### src/rtl/lmph_pkg.sv
// lmph_pkg: shared types and constants for the level meter peak hold block
// configuration register indexes, reset values and the configuration struct
// no dependencies
package lmph_pkg;

    localparam int COEF_BITS  = 16;
    localparam int HOLD_BITS  = 8;
    localparam int CFG_DATA_W = 16;
    localparam int CFG_IDX_W  = 3;

    localparam logic [CFG_IDX_W-1:0] REG_STEREO_MODE        = 3'd0;
    localparam logic [CFG_IDX_W-1:0] REG_ATTACK_COEF        = 3'd1;
    localparam logic [CFG_IDX_W-1:0] REG_DECAY_COEF         = 3'd2;
    localparam logic [CFG_IDX_W-1:0] REG_HOLD_TICKS         = 3'd3;
    localparam logic [CFG_IDX_W-1:0] REG_PEAK_DECAY_COEF    = 3'd4;
    localparam logic [CFG_IDX_W-1:0] REG_ACTIVITY_THRESHOLD = 3'd5;

    localparam logic [COEF_BITS-1:0] RST_ATTACK_COEF        = 16'd52429;
    localparam logic [COEF_BITS-1:0] RST_DECAY_COEF         = 16'd3277;
    localparam logic [HOLD_BITS-1:0] RST_HOLD_TICKS         = 8'd120;
    localparam logic [COEF_BITS-1:0] RST_PEAK_DECAY_COEF    = 16'd62259;
    localparam logic [COEF_BITS-1:0] RST_ACTIVITY_THRESHOLD = 16'd66;

    typedef struct packed {
        logic                 stereo_mode;
        logic [COEF_BITS-1:0] attack_coef;
        logic [COEF_BITS-1:0] decay_coef;
        logic [HOLD_BITS-1:0] hold_ticks;
        logic [COEF_BITS-1:0] peak_decay_coef;
        logic [COEF_BITS-1:0] activity_threshold;
    } lmph_cfg_t;

endpackage

### src/rtl/lmph_cfg.sv
// lmph_cfg: configuration register file of the level meter
// depends on lmph_pkg
module lmph_cfg import lmph_pkg::*; (
    input  logic                  aclk,
    input  logic                  aresetn,
    input  logic                  cfg_we,
    input  logic [CFG_IDX_W-1:0]  cfg_index,
    input  logic [CFG_DATA_W-1:0] cfg_wdata,
    output lmph_cfg_t             cfg
);

    lmph_cfg_t cfg_reg;
    lmph_cfg_t cfg_next;

    always_comb begin
        cfg_next = cfg_reg;
        if (cfg_we) begin
            case (cfg_index)
                REG_STEREO_MODE:        cfg_next.stereo_mode        = cfg_wdata[0];
                REG_ATTACK_COEF:        cfg_next.attack_coef        = cfg_wdata[COEF_BITS-1:0];
                REG_DECAY_COEF:         cfg_next.decay_coef         = cfg_wdata[COEF_BITS-1:0];
                REG_HOLD_TICKS:         cfg_next.hold_ticks         = cfg_wdata[HOLD_BITS-1:0];
                REG_PEAK_DECAY_COEF:    cfg_next.peak_decay_coef    = cfg_wdata[COEF_BITS-1:0];
                REG_ACTIVITY_THRESHOLD: cfg_next.activity_threshold = cfg_wdata[COEF_BITS-1:0];
                default:                cfg_next = cfg_reg;
            endcase
        end
    end

    always_ff @(posedge aclk) begin
        if (!aresetn) begin
            cfg_reg.stereo_mode        <= 1'b0;
            cfg_reg.attack_coef        <= RST_ATTACK_COEF;
            cfg_reg.decay_coef         <= RST_DECAY_COEF;
            cfg_reg.hold_ticks         <= RST_HOLD_TICKS;
            cfg_reg.peak_decay_coef    <= RST_PEAK_DECAY_COEF;
            cfg_reg.activity_threshold <= RST_ACTIVITY_THRESHOLD;
        end else begin
            cfg_reg <= cfg_next;
        end
    end

    assign cfg = cfg_reg;

endmodule

### config.mk
export PLATFORM = sky130hd
export DESIGN_NAME = lmph_cfg
export DESIGN_NICKNAME = d
export VERILOG_FILES = /design/src/rtl/lmph_pkg.sv /design/src/rtl/lmph_cfg.sv
export SDC_FILE = /design/constraint.sdc
export NUM_CORES = 1
export LEC_CHECK = 0
export BUFFER_PORTS_ARGS = -buffer_cell sky130_fd_sc_hd__buf_4
export CAP_MARGIN = 40
export CORE_ASPECT_RATIO = 1.4
export CORE_MARGIN = 1
export CORE_UTILIZATION = 50
export CTS_CLUSTER_SIZE = 25
export DETAILED_ROUTE_END_ITERATION = 7
export GPL_TIMING_DRIVEN = 1
export PLACE_DENSITY = 0.83
export RECOVER_POWER = 50
export SYNTH_ARGS = -nofsm -noshare
export SYNTH_HDL_FRONTEND = slang
export SYNTH_SLANG_ARGS = --single-unit
### constraint.sdc
create_clock -name aclk -period 1.35 [get_ports aclk]
set_clock_uncertainty 0.15 [all_clocks]
set_input_delay 0.0675 -clock aclk [delete_from_list [all_inputs] [get_ports aclk]]
set_output_delay 0.0675 -clock aclk [all_outputs]
set_load 0.05 [all_outputs]
==> results of run 1 <==
## worst max-delay path by stage
stage / start / endpoint / cells after the start
2_1_floorplan: cfg_index[0] / cfg[23] / 4
3_3_place_gp: cfg_index[2] / cfg[45] / 4
3_5_place_dp: cfg_index[2] / cfg[45] / 4
4_1_cts: cfg_index[2] / cfg[45] / 5
5_1_grt: aresetn / cfg[22] / 4
6_report: cfg_index[2] / cfg[30] / 5
## power by group
group | total, uW | internal [uW] | switching, uW
sequential | 2230 | 2200 | 28.0
combinational | 612 | 250 | 362
clock | 2050 | 1230 | 825
total | 4890 | 3680 | 1210
## worst reg2reg max path, delay by kind of cell (launching register included)
family | cells | cell delay (ps)
AND/OR/NAND/NOR | 1 | 150
multiplexers | 1 | 90
flip-flops | 1 | 330
## Yosys cell counts, drive strengths merged
cell type	n	area share (%)
and4bb	3	1.3
mux2i	73	25
clkbuf	8	1.1
buf	15	3.7
nand4bb	3	1.1
nand2	57	7.2
nor2b	48	10
nor4b	1	0.30
dfxtp	73	49
nand4b	2	0.59
and4b	1	0.34
## metal layers
metal  routed length (um)  vias to the layer above  part of all wire (%)
met1                 2975                     1174                    39
li1                     -                     1184                     -
met4                  228                        0                   3.0
met3                  418                       16                   5.4
met2                 4050                       79                    53
met5                    0                        -                     0
## kinds of logic after synthesis
kind of cell | after synthesis | share of synthesized area [%]
mux | 73 | 24.72
simple gates | 115 | 21.04
flops | 73 | 49.45
buf+inv | 23 | 4.784
## timing repair
item / in CTS / in global routing
gates resized for setup: 0 / 10
endpoints found under the hold margin: 73 / 0
hold buffers: 23 / 0
endpoints found under the setup margin: 0 / 30
## final cells by class
class	instances	share of cell area, %
clock buffers	9	2.952
clock inverters	7	2.832
multi-input cells	188	32.32
flip-flops and latches	73	34.82
well taps	68	2.027
repair buffers	134	25.04
## through the flow
stage	std cells	utilization [%]
detailed placement	436	66.72
CTS	475	75.16
floorplan	284	-
finish	479	74.87
global placement	436	66.72
global route	479	74.87
==> results_dict.tcl, run 1 <==
set metrics [dict create \
    grt_pass1_wl_um 11280 \
    synth.cell_area_sq_um 2955 \
    worst-path-buf-inv 3 \
    cp.required_ps 1470 \
    postCtsSetupBuffers 0 \
    worstReg2RegEnd "cfg[21]" \
    via_count 2453 \
    totalWireLength_um 7672 \
    cts.sinks 73 \
    nets 428 \
    synth_warnings 0 \
    dieArea_sq_um 6226 \
    arrival_ps 1380 \
    ant_nets 0 \
    hold_class "in -> reg" \
    rrSetupSlack_ps 510 \
    end_kind "flip-flop" \
    cts_max_level 3 \
    die_x_um 66.98 \
    busiest_layer "met2" \
    clock_path_buffers 2 \
    final_common_cell "buf_4" \
    violations "negative hold slack" \
    reg2regPathDepth 2 \
    setup_violations 0 \
    postSynthCellCount 284 \
    vdd_drop_max_uv 769.9 \
    drtPass1Iterations 4 \
    diodes 0 \
    final_layout_size_suffix_gt1_share_pct 30.41 \
    clock_latency_ps 340 \
    io_pins 95 \
    largest_register_ffs 73 \
    fin_area_sq_um 4197 \
    fin_ws_ps 92.67 \
    worst_path_largest_cell_delay_ps 330 \
    portBuffers 94 \
    max_slew_margin_pct 58.40 \
    gr-usage-met2_pct 44.19 \
    rows 32 \
    crit_path_top_delay_cell "dlymetal6s2s_1" \
    grt_pass1_vias 2342 \
    p_total_uw 4891 \
    min_to "cfg[22]" \
    critical_path_class "in -> reg" \
    max_freq_mhz 795.3 \
    grtUsageTotal_pct 24.93 \
    timing.rr.start "cfg[21]" \
    run_status "finished with violations" \
    multi_input_area_sq_um 1356 \
    first_iter_violations 71 \
    viasPerCell 5.121 \
    maxSlewViolCount 0 \
    synth-seq-cells 73 \
    place_area_sq_um 3740 \
    wl_per_cell_um 16.02 \
    post-place-ws_ps 214.1 \
    cp_max_fo 5 \
    crit_family "buffers and inverters" \
    clk_pin_slew_ps 80 \
    max-cap-violations 0 \
    grt_max_degree 28 \
    overflow 0 \
    hpwl_um 4751 \
    fin_crit_sh_pct 93.14 \
    syn_nets 306 \
    drc 0 \
    critical_path.cell_chain "clkdlybuf4s25_1, clkbuf_1, and4bb_1, dlymetal6s2s_1, mux2i_1" \
    gp_routability_congestion 0.7703 \
    synth.distinct_cells 16 \
    yosysSeqAreaShare_pct 49.45 \
    fill_cells 390 \
    initial_core_util_pct 52.72 \
    final_cell_mix "91 x buf_4, 73 x dfxtp_1, 72 x mux2i_1" \
    ff_latch_area_sq_um 1461 \
    hold_viol 1 \
    cts-buffers-inserted 9 \
    holdPathStages 3 \
    p_leak_uw 0.001977 \
    power_density_nw_per_um2 1166 \
    grt_setup_unrepaired "no" \
    die_y_um 92.97 \
    grt_util_met3_pct 6.527 \
    setup_tns_ps 0 \
    worstMarginPinSlew_ps 624.0 \
    whs_ps -19.60 \
    coreArea_sq_um 5605 \
    antenna_found_initial 0 \
    layout-area-overhead-vs-synth_pct 42.00 \
    hp-start "aresetn" \
    cts_tree "yes" \
    use_met1_pct 26.02 \
    syn_area_per_cell_sq_um 10.41 \
    post-route-min-period_ps 1257 \
    startpoint_type "primary input" \
    ctsRootBufferMaster "clkbuf_8" \
]
(Power assumes the default switching activity.)
==> run 2: changes to the inputs <==
- BUFFER_PORTS_ARGS: -buffer_cell sky130_fd_sc_hd__buf_4 -> default
- CORE_UTILIZATION: 50 -> 62
- DONT_BUFFER_PORTS: default -> 1
- PLACE_DENSITY: 0.83 -> 0.82
==> run 2 against run 1 <==
The flow now stops in clock tree synthesis. Synthesized cell count is the same. Area after synthesis is the same.
==> results_dict.tcl, run 2 <==
set metrics [dict create \
    run_status "did not finish" \
    stop_stage "clock tree synthesis" \
    error "[ERROR DPL-0033] detailed placement checks failed during check placement." \
    yosysSeqAreaShare_pct 49.45 \
    synth-seq-cells 73 \
    synth_commonest_cells "73 x dfxtp_1, 73 x mux2i_1, 57 x nand2_1" \
    postSynthCellCount 284 \
    cts-buffers-inserted 9 \
    async_reset_ff_share_pct 0 \
    cts.sinks 73 \
    postCtsSetupBuffers 0 \
    portBuffers 0 \
    gp_routability_congestion 0.7283 \
    synth.cell_area_sq_um 2955 \
    hpwl_um 4359 \
    rows 29 \
    clock_path_buffers 2 \
    ctsRootBufferMaster "clkbuf_8" \
    cts_max_level 3 \
    synth_warnings 0 \
    synth.distinct_cells 16 \
    yosys.area.top_type_share_pct 49.45 \
    die_y_um 83.69 \
    cts_resized 0 \
    syn_area_per_cell_sq_um 10.41 \
    synth_flop_cell "dfxtp_1" \
    die_x_um 60.35 \
    synth_edf_count 0 \
    cts_hold_buf 81 \
    initial_core_util_pct 64.64 \
    synth.largest_area_cell "dfxtp_1" \
    syn_nets 306 \
    io_pins 95 \
    synthTopCellsByArea "dfxtp_1 49%, mux2i_1 25%, nor2b_1 10%" \
    place_area_sq_um 3462 \
]
## run 2: cell counts after synthesis
No cell type changed its count.
## run 2: cell families after synthesis
kind of cell | count (synthesis) | share of synthesized area, %
simple gates | 115 | 21.04
mux | 73 | 24.72
flops | 73 | 49.45
buf+inv | 23 | 4.784
## run 2: through the flow
step           utilization (%)  setup slack (ps)  instances  hold slack [ps]
2_1_floorplan                -             249.6        284            59.64
3_3_place_gp             75.73             287.7        399            71.38
3_5_place_dp             75.73             248.0        399            70.97
==> run 3: changes to the inputs <==
- CORE_ASPECT_RATIO: 1.4 -> default
- CORE_UTILIZATION: 62 -> 40
- CTS_CLUSTER_SIZE: 25 -> default
- PLACE_DENSITY: 0.82 -> default
- PLACE_DENSITY_LB_ADDON: default -> 0.15
==> run 3 against run 2 <==
The flow now finishes, with violations (negative hold slack).
==> results_dict.tcl, run 3 (synthesis gave the netlist of run 1 again) <==
set metrics [dict create \
    run_status "finished with violations" \
    violations "negative hold slack" \
    grt_pass1_vias 2460 \
    final_cell_mix "73 x mux2i_1, 64 x dlygate4sd3_1, 58 x dfxtp_1" \
    cp.required_ps 1460 \
    end_kind "flip-flop" \
    place_area_sq_um 3525 \
    io_pins 95 \
    gp_routability_congestion 0.7011 \
    max_slew_margin_pct 64.14 \
    grt_max_degree 52 \
    setup_tns_ps 0 \
    cts_max_level 3 \
    overflow 0 \
    stdcell_count 520 \
    ant_nets 0 \
    die_x_um 87.96 \
    maxSlewViolCount 0 \
    fin_crit_sh_pct 97.21 \
    totalWireLength_um 7850 \
    cp_max_fo 2 \
    setup_violations 0 \
    via_count 2467 \
    vdd_drop_max_uv 510.5 \
    clock_latency_ps 330 \
    drc 0 \
    placed_cells 434 \
    rows 30 \
    cts-buffers-inserted 9 \
    power_density_nw_per_um2 1032 \
    wl_per_cell_um 15.10 \
    hpwl_um 4370 \
    startpoint_type "primary input" \
    p_leak_uw 0.001900 \
    diodes 0 \
    die_y_um 87.96 \
    final_common_cell "mux2i_1" \
    grtUsageTotal_pct 21.17 \
    grt_setup_unrepaired "no" \
    ctsRootBufferMaster "clkbuf_8" \
    worstMarginPinSlew_ps 536.2 \
    initial_core_util_pct 42.33 \
    fin_area_sq_um 4347 \
    whs_ps -9.141 \
    cts_tree "yes" \
    grt_pass1_wl_um 12310 \
    first_iter_violations 46 \
    hold_viol 1 \
    largest_register_ffs 73 \
    coreArea_sq_um 6982 \
    max_freq_mhz 762.0 \
    cts.sinks 73 \
    post-place-ws_ps 324.9 \
    dieArea_sq_um 7736 \
    clk_pin_slew_ps 80 \
    post-route-min-period_ps 1312 \
    viasPerCell 4.744 \
    fin_ws_ps 37.62 \
    final_layout_size_suffix_gt1_share_pct 26.65 \
    clock_path_buffers 2 \
    fill_cells 648 \
    hold_class "in -> reg" \
    max-cap-violations 0 \
    layout-area-overhead-vs-synth_pct 47.08 \
    antenna_found_initial 0 \
    nets 442 \
    portBuffers 0 \
    drtPass1Iterations 4 \
    arrival_ps 1420 \
    critical_path_class "in -> reg" \
]
==> run 3: path summary, 6_finish.rpt <==
kind,startpoint,end,slack [ps],cells after the start
worst max-delay path,cfg_wdata[11],cfg[11],40,4
worst min register to register,cfg[72],cfg[72],310,2
worst min-delay path,cfg_wdata[15],cfg[71],-9,3
worst max register to register,cfg[26],cfg[26],50,3
==> run 3: report_power, final <==
group | total, uW | switching (uW) | internal (uW)
sequential | 2230 | 25.5 | 2200
clock | 1720 | 778 | 940
combinational | 540 | 325 | 215
total | 4490 | 1130 | 3360
==> run 3: timing repair <==
item	4_1_cts	5_1_grt
buffers inserted	0	2
endpoints found under the setup margin	0	29
hold endpoints to repair	73	11
resized for setup	0	21
hold buffers	77	2
==> run 3: final cells by class <==
cell class              instances  area [sq um]  share of cell area (%)
flip-flops and latches         73          1480                   34.05
clock buffers                  12         155.1                   3.569
clock inverters                 3         40.04                  0.9211
multi-input cells             188          1358                   31.23
well taps                      96         120.1                   2.763
repair buffers                148          1194                   27.46
==> run 3: worst max-delay path, cell delays in order <==
cell and delay, ps:
dlygate4sd3_1 570, nand2_1 60, dlygate4sd3_1 580, mux2i_1 150
==> run 3: per-layer routing <==
metal,global-route usage (%),routed length [um]
met5,0,0
met4,8.048,91
met3,3.676,307
met2,36.50,3902
met1,26.32,3548
==> run 3: metrics by stage <==
stage,total power (uW),utilization [%]
global placement,2691,50.48
detailed placement,2695,50.48
CTS,4534,64.46
global route,4652,62.26
floorplan,2635,-
finish,4486,62.26
